File: config.mk
export PLATFORM = sky130hd
export DESIGN_NAME = closest_pair_distance
export DESIGN_NICKNAME = d
export VERILOG_FILES = /design/src/sv/cpd_pkg.sv /design/src/sv/closest_pair_distance.sv /design/src/sv/cpd_ram.sv /design/src/sv/cpd_ctrl.sv /design/src/sv/cpd_datapath.sv
export SDC_FILE = /design/constraint.sdc
export NUM_CORES = 2
export LEC_CHECK = 0
export ABC_AREA = 1
export BUFFER_PORTS_ARGS = -buffer_cell sky130_fd_sc_hd__buf_2
export CORE_ASPECT_RATIO = 1.75
export CORE_MARGIN = 5
export CORE_UTILIZATION = 23
export CTS_CLUSTER_SIZE = 12
export DETAILED_ROUTE_END_ITERATION = 7
export HOLD_SLACK_MARGIN = 0.12
export PLACE_DENSITY = 0.34
export SLEW_MARGIN = 20
export SYNTH_ARGS = -nofsm -noshare
export SYNTH_HDL_FRONTEND = slang
export SYNTH_HIERARCHICAL = 1
export SYNTH_SLANG_ARGS = --single-unit
File: constraint.sdc
create_clock -name i_clk -period 6.7 [get_ports i_clk]
set_input_delay 0.335 -clock i_clk [delete_from_list [all_inputs] [get_ports i_clk]]
set_output_delay 0.335 -clock i_clk [all_outputs]
set_load 0.05 [all_outputs]
File: src/sv/cpd_pkg.sv
// ----------------------------------------------------------------------------
// cpd_pkg: shared types and constants for the closest pair distance block
// Default sizes, result field widths, controller states and the
// command/status groups passed between controller and datapath.
// ----------------------------------------------------------------------------
package cpd_pkg;

    localparam int MAX_POINTS_DEF = 64;
    localparam int COORD_BITS_DEF = 16;

    // fixed field widths of the ports
    localparam int IN_W   = 16;
    localparam int SQ_W   = 34;
    localparam int ROOT_W = 33;

    // drain wait after the last pair read, so the running minimum is final before the root starts
    localparam int PIPE_DRAIN = 4;

    typedef enum logic [2:0] {
        S_LOAD,
        S_LATCH,
        S_SCAN,
        S_DRAIN,
        S_ROOT,
        S_ROOT_WAIT,
        S_EMIT
    } t_state;

    typedef struct packed {
        logic wr_en;       // store incoming point
        logic rd_en;       // read point store
        logic rd_latch;    // read returns the anchor point
        logic rd_pair;     // read returns a partner point
        logic clr_best;    // preset running minimum
        logic root_start;  // launch square root on the minimum
        logic emit;        // present the result
        logic found;       // at least two points were stored
        logic ovf;         // points of this set were dropped
    } t_cmd;

    typedef struct packed {
        logic root_busy;
    } t_status;

endpackage

File: src/sv/closest_pair_distance.sv
// ----------------------------------------------------------------------------
// closest_pair_distance: smallest distance between any two points of a set
// Loads signed 2-D points and reports the smallest squared distance and
// its square root in unsigned Q.16.
// ----------------------------------------------------------------------------
// Usage
//   Input: a point (i_point_x, i_point_y, i_is_last) is taken at each clock
//   edge with start high and busy low; points beyond MAX_POINTS are
//   dropped and flagged in o_set_overflow.
//   A transaction with i_is_last set closes the set and raises busy.
//   Processing: the store holds one read port, so the pair scan reads
//   each anchor point and then each of its partner points in turn. The
//   pipeline then drains, the root is started and worked out one root bit
//   at a time (33 bits at the default width) until it is seen to finish,
//   and the result is issued.
//   Output: o_valid is high for exactly one cycle with the result fields;
//   the receiver cannot stall, so nothing waits on it. busy drops in the
//   cycle the result appears, and the next set may begin loading then.
//   A set of fewer than two points skips the scan and returns a result
//   after its last transaction, with o_pair_found low and zero distance fields.
//   Reset (i_rst_n low, synchronous) empties the set and cancels any scan;
//   the point store itself is not cleared.
// ----------------------------------------------------------------------------
module closest_pair_distance #(
    parameter int MAX_POINTS = cpd_pkg::MAX_POINTS_DEF,
    parameter int COORD_BITS = cpd_pkg::COORD_BITS_DEF
) (
    input  logic                       i_clk,
    input  logic                       i_rst_n,
    input  logic                       start,
    output logic                       busy,
    input  logic [cpd_pkg::IN_W-1:0]   i_point_x,
    input  logic [cpd_pkg::IN_W-1:0]   i_point_y,
    input  logic                       i_is_last,
    output logic                       o_valid,
    output logic [cpd_pkg::SQ_W-1:0]   o_min_dist_squared,
    output logic [cpd_pkg::ROOT_W-1:0] o_min_dist_root,
    output logic                       o_pair_found,
    output logic                       o_set_overflow
);

    localparam int IdxW = $clog2(MAX_POINTS);

    cpd_pkg::t_cmd    cmd;
    cpd_pkg::t_status status;
    logic [IdxW-1:0]  wr_addr, rd_addr;

    cpd_ctrl #(
        .MAX_POINTS (MAX_POINTS)
    ) u_ctrl (
        .i_clk     (i_clk),
        .i_rst_n   (i_rst_n),
        .start     (start),
        .busy      (busy),
        .i_is_last (i_is_last),
        .i_status  (status),
        .o_cmd     (cmd),
        .o_wr_addr (wr_addr),
        .o_rd_addr (rd_addr)
    );

    cpd_datapath #(
        .MAX_POINTS (MAX_POINTS),
        .COORD_BITS (COORD_BITS)
    ) u_datapath (
        .i_clk              (i_clk),
        .i_rst_n            (i_rst_n),
        .i_cmd              (cmd),
        .i_wr_addr          (wr_addr),
        .i_rd_addr          (rd_addr),
        .i_point_x          (i_point_x),
        .i_point_y          (i_point_y),
        .o_status           (status),
        .o_valid            (o_valid),
        .o_min_dist_squared (o_min_dist_squared),
        .o_min_dist_root    (o_min_dist_root),
        .o_pair_found       (o_pair_found),
        .o_set_overflow     (o_set_overflow)
    );

endmodule

File: src/sv/cpd_ram.sv
// ----------------------------------------------------------------------------
// cpd_ram: generic simple dual-port RAM
// One write port, one read port, read data registered.
// ----------------------------------------------------------------------------
module cpd_ram #(
    parameter int WIDTH = 32,
    parameter int DEPTH = 64
) (
    input  logic                     i_clk,
    input  logic                     i_w_en,
    input  logic [$clog2(DEPTH)-1:0] i_w_addr,
    input  logic [WIDTH-1:0]         i_w_data,
    input  logic                     i_r_en,
    input  logic [$clog2(DEPTH)-1:0] i_r_addr,
    output logic [WIDTH-1:0]         o_r_data
);

    logic [WIDTH-1:0] r_mem [DEPTH];
    logic [WIDTH-1:0] r_data;

    always_ff @(posedge i_clk) begin
        if (i_w_en) begin
            r_mem[i_w_addr] <= i_w_data;
        end
        if (i_r_en) begin
            r_data <= r_mem[i_r_addr];
        end
    end

    assign o_r_data = r_data;

endmodule

File: src/sv/cpd_ctrl.sv
// ----------------------------------------------------------------------------
// cpd_ctrl: sequencer for the closest pair distance block
// Counts loaded points, walks every index pair (i, j > i) over the point
// store, waits for the distance pipeline to drain, runs the root and
// issues the result.
// ----------------------------------------------------------------------------
module cpd_ctrl #(
    parameter int MAX_POINTS = cpd_pkg::MAX_POINTS_DEF
) (
    input  logic                          i_clk,
    input  logic                          i_rst_n,
    input  logic                          start,
    output logic                          busy,
    input  logic                          i_is_last,
    input  cpd_pkg::t_status              i_status,
    output cpd_pkg::t_cmd                 o_cmd,
    output logic [$clog2(MAX_POINTS)-1:0] o_wr_addr,
    output logic [$clog2(MAX_POINTS)-1:0] o_rd_addr
);

    localparam int IdxW = $clog2(MAX_POINTS);
    localparam int CntW = $clog2(MAX_POINTS + 1);

    cpd_pkg::t_state r_state, n_state;
    logic [CntW-1:0] r_cnt, n_cnt;
    logic            r_ovf, n_ovf;
    logic [IdxW-1:0] r_i, n_i;
    logic [IdxW-1:0] r_j, n_j;
    logic [2:0]      r_drain, n_drain;
    logic [CntW-1:0] new_cnt;

    always_ff @(posedge i_clk) begin
        if (!i_rst_n) begin
            r_state <= cpd_pkg::S_LOAD;
            r_cnt   <= '0;
            r_ovf   <= 1'b0;
            r_i     <= '0;
            r_j     <= '0;
            r_drain <= '0;
        end else begin
            r_state <= n_state;
            r_cnt   <= n_cnt;
            r_ovf   <= n_ovf;
            r_i     <= n_i;
            r_j     <= n_j;
            r_drain <= n_drain;
        end
    end

    always_comb begin
        n_state   = r_state;
        n_cnt     = r_cnt;
        n_ovf     = r_ovf;
        n_i       = r_i;
        n_j       = r_j;
        n_drain   = r_drain;
        o_cmd     = '0;
        o_wr_addr = r_cnt[IdxW-1:0];
        o_rd_addr = r_i;
        new_cnt   = r_cnt;
        busy      = (r_state != cpd_pkg::S_LOAD);

        unique case (r_state)
            cpd_pkg::S_LOAD: begin
                if (start) begin
                    if (r_cnt < CntW'(MAX_POINTS)) begin
                        o_cmd.wr_en = 1'b1;
                        new_cnt     = r_cnt + CntW'(1);
                    end else begin
                        n_ovf = 1'b1;
                    end
                    n_cnt = new_cnt;
                    if (i_is_last) begin
                        if (new_cnt >= CntW'(2)) begin
                            o_cmd.clr_best = 1'b1;
                            n_i            = '0;
                            n_state        = cpd_pkg::S_LATCH;
                        end else begin
                            n_state = cpd_pkg::S_EMIT;
                        end
                    end
                end
            end
            cpd_pkg::S_LATCH: begin
                o_cmd.rd_en    = 1'b1;
                o_cmd.rd_latch = 1'b1;
                o_rd_addr      = r_i;
                n_j            = r_i + IdxW'(1);
                n_state        = cpd_pkg::S_SCAN;
            end
            cpd_pkg::S_SCAN: begin
                o_cmd.rd_en   = 1'b1;
                o_cmd.rd_pair = 1'b1;
                o_rd_addr     = r_j;
                if (CntW'(r_j) == r_cnt - CntW'(1)) begin
                    if (CntW'(r_i) == r_cnt - CntW'(2)) begin
                        n_drain = 3'(cpd_pkg::PIPE_DRAIN - 1);
                        n_state = cpd_pkg::S_DRAIN;
                    end else begin
                        n_i     = r_i + IdxW'(1);
                        n_state = cpd_pkg::S_LATCH;
                    end
                end else begin
                    n_j = r_j + IdxW'(1);
                end
            end
            cpd_pkg::S_DRAIN: begin
                if (r_drain == 3'd0) begin
                    n_state = cpd_pkg::S_ROOT;
                end else begin
                    n_drain = r_drain - 3'd1;
                end
            end
            cpd_pkg::S_ROOT: begin
                o_cmd.root_start = 1'b1;
                n_state          = cpd_pkg::S_ROOT_WAIT;
            end
            cpd_pkg::S_ROOT_WAIT: begin
                if (!i_status.root_busy) begin
                    n_state = cpd_pkg::S_EMIT;
                end
            end
            cpd_pkg::S_EMIT: begin
                o_cmd.emit  = 1'b1;
                o_cmd.found = (r_cnt >= CntW'(2));
                o_cmd.ovf   = r_ovf;
                n_cnt       = '0;
                n_ovf       = 1'b0;
                n_state     = cpd_pkg::S_LOAD;
            end
            default: begin
                n_state = cpd_pkg::S_LOAD;
            end
        endcase
    end

endmodule

File: src/sv/cpd_datapath.sv
// ----------------------------------------------------------------------------
// cpd_datapath: point store, distance pipeline and square root unit
// Pipeline: store read -> abs differences -> squares -> sum -> minimum.
// The root is a restoring digit-by-digit unit, one result bit per cycle.
// ----------------------------------------------------------------------------
module cpd_datapath #(
    parameter int MAX_POINTS = cpd_pkg::MAX_POINTS_DEF,
    parameter int COORD_BITS = cpd_pkg::COORD_BITS_DEF
) (
    input  logic                          i_clk,
    input  logic                          i_rst_n,
    input  cpd_pkg::t_cmd                 i_cmd,
    input  logic [$clog2(MAX_POINTS)-1:0] i_wr_addr,
    input  logic [$clog2(MAX_POINTS)-1:0] i_rd_addr,
    input  logic [cpd_pkg::IN_W-1:0]      i_point_x,
    input  logic [cpd_pkg::IN_W-1:0]      i_point_y,
    output cpd_pkg::t_status              o_status,
    output logic                          o_valid,
    output logic [cpd_pkg::SQ_W-1:0]      o_min_dist_squared,
    output logic [cpd_pkg::ROOT_W-1:0]    o_min_dist_root,
    output logic                          o_pair_found,
    output logic                          o_set_overflow
);

    localparam int CB   = COORD_BITS;
    localparam int SqW  = 2 * CB + 1;          // squared distance width
    localparam int Np   = (SqW + 32 + 1) / 2;  // root bits (radicand is sq * 2^32)
    localparam int RemW = Np + 2;
    localparam int StpW = $clog2(Np + 1);

    // ---- point store ----
    logic signed [CB-1:0] wx, wy;
    logic [2*CB-1:0]      rd_data;

    assign wx = CB'(signed'(i_point_x));
    assign wy = CB'(signed'(i_point_y));

    cpd_ram #(
        .WIDTH (2 * CB),
        .DEPTH (MAX_POINTS)
    ) u_store (
        .i_clk    (i_clk),
        .i_w_en   (i_cmd.wr_en),
        .i_w_addr (i_wr_addr),
        .i_w_data ({wx, wy}),
        .i_r_en   (i_cmd.rd_en),
        .i_r_addr (i_rd_addr),
        .o_r_data (rd_data)
    );

    // ---- distance pipeline ----
    logic                 r_tag_latch, r_tag_pair, r_v1, r_v2, r_v3;
    logic signed [CB-1:0] r_pi_x, r_pi_y;
    logic signed [CB-1:0] pj_x, pj_y;
    logic signed [CB:0]   dfx, dfy;
    logic [CB-1:0]        ax, ay;
    logic [CB-1:0]        r_ax, r_ay;
    logic [2*CB-1:0]      n_sqx, n_sqy, r_sqx, r_sqy;
    logic [SqW-1:0]       r_sum, r_best;

    assign pj_x = signed'(rd_data[2*CB-1:CB]);
    assign pj_y = signed'(rd_data[CB-1:0]);
    assign dfx  = (CB+1)'(r_pi_x) - (CB+1)'(pj_x);
    assign dfy  = (CB+1)'(r_pi_y) - (CB+1)'(pj_y);
    assign ax   = dfx[CB] ? CB'(-dfx) : CB'(dfx);
    assign ay   = dfy[CB] ? CB'(-dfy) : CB'(dfy);
    assign n_sqx = {{CB{1'b0}}, r_ax} * {{CB{1'b0}}, r_ax};
    assign n_sqy = {{CB{1'b0}}, r_ay} * {{CB{1'b0}}, r_ay};

    always_ff @(posedge i_clk) begin
        if (!i_rst_n) begin
            r_tag_latch <= 1'b0;
            r_tag_pair  <= 1'b0;
            r_v1        <= 1'b0;
            r_v2        <= 1'b0;
            r_v3        <= 1'b0;
        end else begin
            r_tag_latch <= i_cmd.rd_latch;
            r_tag_pair  <= i_cmd.rd_pair;
            r_v1        <= r_tag_pair;
            r_v2        <= r_v1;
            r_v3        <= r_v2;
        end
    end

    always_ff @(posedge i_clk) begin
        if (r_tag_latch) begin
            r_pi_x <= pj_x;
            r_pi_y <= pj_y;
        end
        r_ax  <= ax;
        r_ay  <= ay;
        r_sqx <= n_sqx;
        r_sqy <= n_sqy;
        r_sum <= {1'b0, r_sqx} + {1'b0, r_sqy};
        if (i_cmd.clr_best) begin
            r_best <= '1;
        end else if (r_v3 && (r_sum < r_best)) begin
            r_best <= r_sum;
        end
    end

    // ---- square root, floor(sqrt(best * 2^32)) ----
    logic                r_run;
    logic [StpW-1:0]     r_step;
    logic [2*Np-1:0]     r_rad;
    logic [RemW-1:0]     r_rem;
    logic [Np-1:0]       r_root;
    logic [RemW-1:0]     rem_sh, trial;

    assign rem_sh = {r_rem[RemW-3:0], r_rad[2*Np-1 -: 2]};
    assign trial  = {r_root, 2'b01};

    always_ff @(posedge i_clk) begin
        if (!i_rst_n) begin
            r_run  <= 1'b0;
            r_step <= '0;
        end else if (i_cmd.root_start) begin
            r_run  <= 1'b1;
            r_step <= StpW'(Np);
        end else if (r_run) begin
            r_step <= r_step - StpW'(1);
            if (r_step == StpW'(1)) begin
                r_run <= 1'b0;
            end
        end
    end

    always_ff @(posedge i_clk) begin
        if (i_cmd.root_start) begin
            r_rad  <= (2*Np)'({r_best, 32'b0});
            r_rem  <= '0;
            r_root <= '0;
        end else if (r_run) begin
            r_rad <= {r_rad[2*Np-3:0], 2'b00};
            if (rem_sh >= trial) begin
                r_rem  <= rem_sh - trial;
                r_root <= {r_root[Np-2:0], 1'b1};
            end else begin
                r_rem  <= rem_sh;
                r_root <= {r_root[Np-2:0], 1'b0};
            end
        end
    end

    assign o_status.root_busy = r_run;

    // ---- result registers ----
    logic [SqW+cpd_pkg::SQ_W-1:0]  best_wide;
    logic [Np+cpd_pkg::ROOT_W-1:0] root_wide;
    logic                          r_valid;

    assign best_wide = {{cpd_pkg::SQ_W{1'b0}}, r_best};
    assign root_wide = {{cpd_pkg::ROOT_W{1'b0}}, r_root};

    always_ff @(posedge i_clk) begin
        if (!i_rst_n) begin
            r_valid <= 1'b0;
        end else begin
            r_valid <= i_cmd.emit;
        end
    end

    always_ff @(posedge i_clk) begin
        if (i_cmd.emit) begin
            o_min_dist_squared <= i_cmd.found ? best_wide[cpd_pkg::SQ_W-1:0] : '0;
            o_min_dist_root    <= i_cmd.found ? root_wide[cpd_pkg::ROOT_W-1:0] : '0;
            o_pair_found       <= i_cmd.found;
            o_set_overflow     <= i_cmd.ovf;
        end
    end

    assign o_valid = r_valid;

endmodule
==> results.md <==
- First-pass GRT wire length: slightly below 600,000 um
- Reg-to-Reg Start: u_datapath/r_ay[10]
- Crit path kind: reg -> reg
- Critical Path Max Stage Delay: 860 ps
- Hold Crit Depth: 2
- Req. time, crit path: ~7500 ps
- Register area: 71,800 um2
- Fmax: between 150 and 200 MHz
- Initial DRC count: about 4,800
- Yosys reg bits: ~2,500
- Syn_nets: 12,295
- Initial antenna violation count: 12
- Fraction of the yosys area taken by sequential cells: 59.9%
- Worst Path Buf+Inv: 4
- R2R setup slack: slightly above 400 ps
- Post-route ant nets: 0
- Post-layout minimum cycle time: between 6000 and 7000 ps
- Crit path max fanout: 16
- Reg2Reg Capture Point: u_datapath/r_sqy[27]
- Clk buf depth: 4
- Wirelength per Cell: between 20 and 25 um
- Root buffer cell: clkbuf_16
- CP Cell Sequence: nand2_1 > fa_1 > inv_1 > fa_1 > fa_1 > fa_1 > fa_1 > inv_1 > fa_1 > inv_1 > ha_1 > nand2_1 > nor2_1 > inv_1 > nor3_1 > o2111ai_1 > nand3_1 > nand2_1 > nand2_1
- Initial Utilization: between 20% and 30%
- GRT Residual Overflow: 0
- Netlist cell types: 57
- Most common cell after layout, fill and taps aside: nand2_1
- Min-Delay Endpoint: u_datapath/u_store/r_mem[24][21]
- Setup violators final: 0
- Clock sinks: 2,479
- Final WS setup: slightly above 400 ps
- Worst EP arrival: approximately 7100 ps
- Commonest non-fill, non-tap cells in the layout: nand2_1 (3,518), edfxtp_1 (2,213), nand3_1 (2,127)
- GPL Wtd Cong: about 0.81
- Final nets: around 12,000
- Filler cells: 54,625
- Mean Syn Cell Area: approximately 10 um2
- # H-tree levels: 5
- Setup Total Neg Slack: 0 ps
- Worst Tran Pin Value: approximately 1100 ps
- Multi-input gate area: between 40,000 and 50,000 um2
- Worst slew margin: about a quarter
- RSZ-0062 raised after global routing: no
- GRT Overall Usage: between 10% and 20%
- DR vias/cell: between 4 and 5
- Ys flop type: edfxtp_1
- Port Buffers: 105
- Vias in the first global route: 85,193
- Post-synth top area share: between 50% and 60%
- Final Util: between 20% and 30%
- Crit share post-route: a little over nine tenths
- EDFF count, synth: between 2,000 and 2,500
- Dominant cells by area after synthesis: edfxtp_1 (55%), nand2_1 (11%), nand3_1 (8.9%), fa_1 (5.5%), dfxtp_1 (4.4%)
- CTS Buf Count: approximately 270
- Max-Cap Viols: 0
- CTS tree: yes
- Core Area: 519,000 um2
- I/O pin total: 107
- Synth warnings: 6
- Startpoint Class: register
- Area grow syn2layout: 14.5%
- Worst-Skew Late Latency: roughly 930 ps
- FF-to-FF path depth: 19
- Worst Clk Skew: between 80 and 90 ps
- Total die area: about 540,000 um2
- Final WL: between 400,000 and 500,000 um
- Outcome: completed
- Yosys top cell by area: edfxtp_1
- Crit end category: register
- Hold_sp: i_point_x[5]
- Mapped Area: around 120,000 um2
- FFs w/ async S/R, synth: 0%
- Most frequent CP cell: fa_1
- Num rows: 350
- Final Max Tran Viols: 0
- Dpl ws: about 400 ps
- Crit path max-delay family: adder cells
- Count of final hold-check violations: 0
- Hold WC Path Type: in -> reg
- Via count: a little over 80,000
- Register clock-pin slew on the reported worst setup and hold paths: approximately 60 ps
- Die Wd: ~560 um
- CP max stage cell: dfxtp_1
- Largest net degree at the start of global routing: 150
- Die height: roughly 960 um
- 1st-pass router iterations: 6
- DRC Markers: 0
- Detailed placement HPWL: approximately 260,000 um
- Post-Synthesis Cells: 11,584
- Share of cells above drive strength 1: slightly below 7%
[repair_timing]
| item | CTS | global route |
|---|---|---|
| endpoints found under the hold margin | 627 | 957 |
| hold buffers | 18 | 15 |
| resized for setup | 0 | 0 |
| setup buffers | 0 | 0 |
[layer usage]
layer  GRT usage (%)  vias to the layer above  share of wire [%]
met5               0                        -                  0
met4            4.23                        0                3.0
met3            1.37                      553                2.7
met2            29.6                     1381                 57
met1            15.7                    41337                 38
li1                -                    39031                  -
[cells by family (layout without fill, tap and decap cells)]
| logic type | after synthesis | count (layout) | share of synthesized area [%] |
|---|---|---|---|
| AO/OA/AOI/OAI | 436 | 436 | 2.02 |
| AND/OR/NAND/NOR | 6157 | 6157 | 22.0 |
| buffers and inverters | 1687 | 1917 | 5.86 |
| flip-flops | 2479 | 2479 | 59.9 |
| adder cells (fa/ha/maj) | 675 | 675 | 9.11 |
| other | 1 | 4 | 0.00313 |
| multiplexers | 1 | 1 | 0.00940 |
| XOR/XNOR | 148 | 148 | 1.08 |
[cells in the mapped netlist (5+ instances only)]
cell,instances
nor3_1,33
nor2_1,315
nand4_1,88
nor2_2,8
nand2_1,3519
nor4_1,12
a211oi_1,5
inv_2,13
o21ai_1,13
fa_1,328
nand3b_1,16
buf_6,8
o21a_1,6
inv_1,1089
a21oi_1,188
xnor2_1,49
dfxtp_1,266
buf_2,292
o21bai_1,20
o211ai_1,6
nand2_2,7
edfxtp_1,2213
or2_2,9
o22ai_1,32
a31oi_1,7
nand3_1,2127
clkbuf_1,175
buf_4,60
a21o_1,15
and2_1,10
ha_1,347
o21ai_0,127
buf_1,46
xor2_1,99
[cell type report]
cell class	count	area share [%]
flip-flops and latches	2479	52.3
multi-input cells	7418	30.3
well taps	6864	6.26
clock buffers	353	5.36
inverters	1103	3.05
repair buffers	379	2.29
clock inverters	82	0.381
diodes	3	0.00547
[through the flow]
stage | instances | instance area (um2) | hold slack, ps
3_5_place_dp | 18210 | 129000 | 424
5_1_grt | 18680 | 137000 | 196
3_3_place_gp | 18210 | 129000 | 422
6_report | 18681 | 137000 | 203
2_1_floorplan | 11584 | 120000 | 329
4_1_cts | 18663 | 137000 | 123
[registers in the layout, summed over array words and instances, names as in the netlist, 3 cells and up]
name	cells
u_datapath/u_store/o_r_data	32
u_datapath/r_pi_y	16
u_ctrl/r_j	6
u_datapath/u_store/r_mem	2048
u_datapath/r_sqy	31
u_datapath/r_step	6
u_datapath/r_best	33
u_datapath/r_rad	34
u_datapath/o_min_dist_root	33
u_datapath/r_ay	16
u_datapath/r_rem	33
u_datapath/r_root	33
u_ctrl/r_drain	3
u_ctrl/r_cnt	7
u_ctrl/r_i	6
u_datapath/r_sum	33
u_datapath/r_ax	16
u_datapath/r_sqx	31
u_ctrl/r_state	3
u_datapath/o_min_dist_squared	33
u_datapath/r_pi_x	16
[worst max path at each step]
stage | slack, ps | to | cells after the start | start
after global placement | 460 | u_datapath/r_sqy[27] | 19 | u_datapath/r_ay[7]
after floorplan | 1200 | u_datapath/r_sqy[31] | 20 | u_datapath/r_ay[4]
final | 410 | u_datapath/r_sqy[27] | 19 | u_datapath/r_ay[10]
after global routing | 160 | u_datapath/r_sqy[27] | 19 | u_datapath/r_ay[10]
after CTS | 400 | u_datapath/r_sqy[27] | 20 | u_datapath/r_ay[7]
after detailed placement | 400 | u_datapath/r_sqy[27] | 20 | u_datapath/r_ay[7]
Power is not shown: default switching activity piles up to over one toggle a cycle in this logic, so the estimate is an artifact.
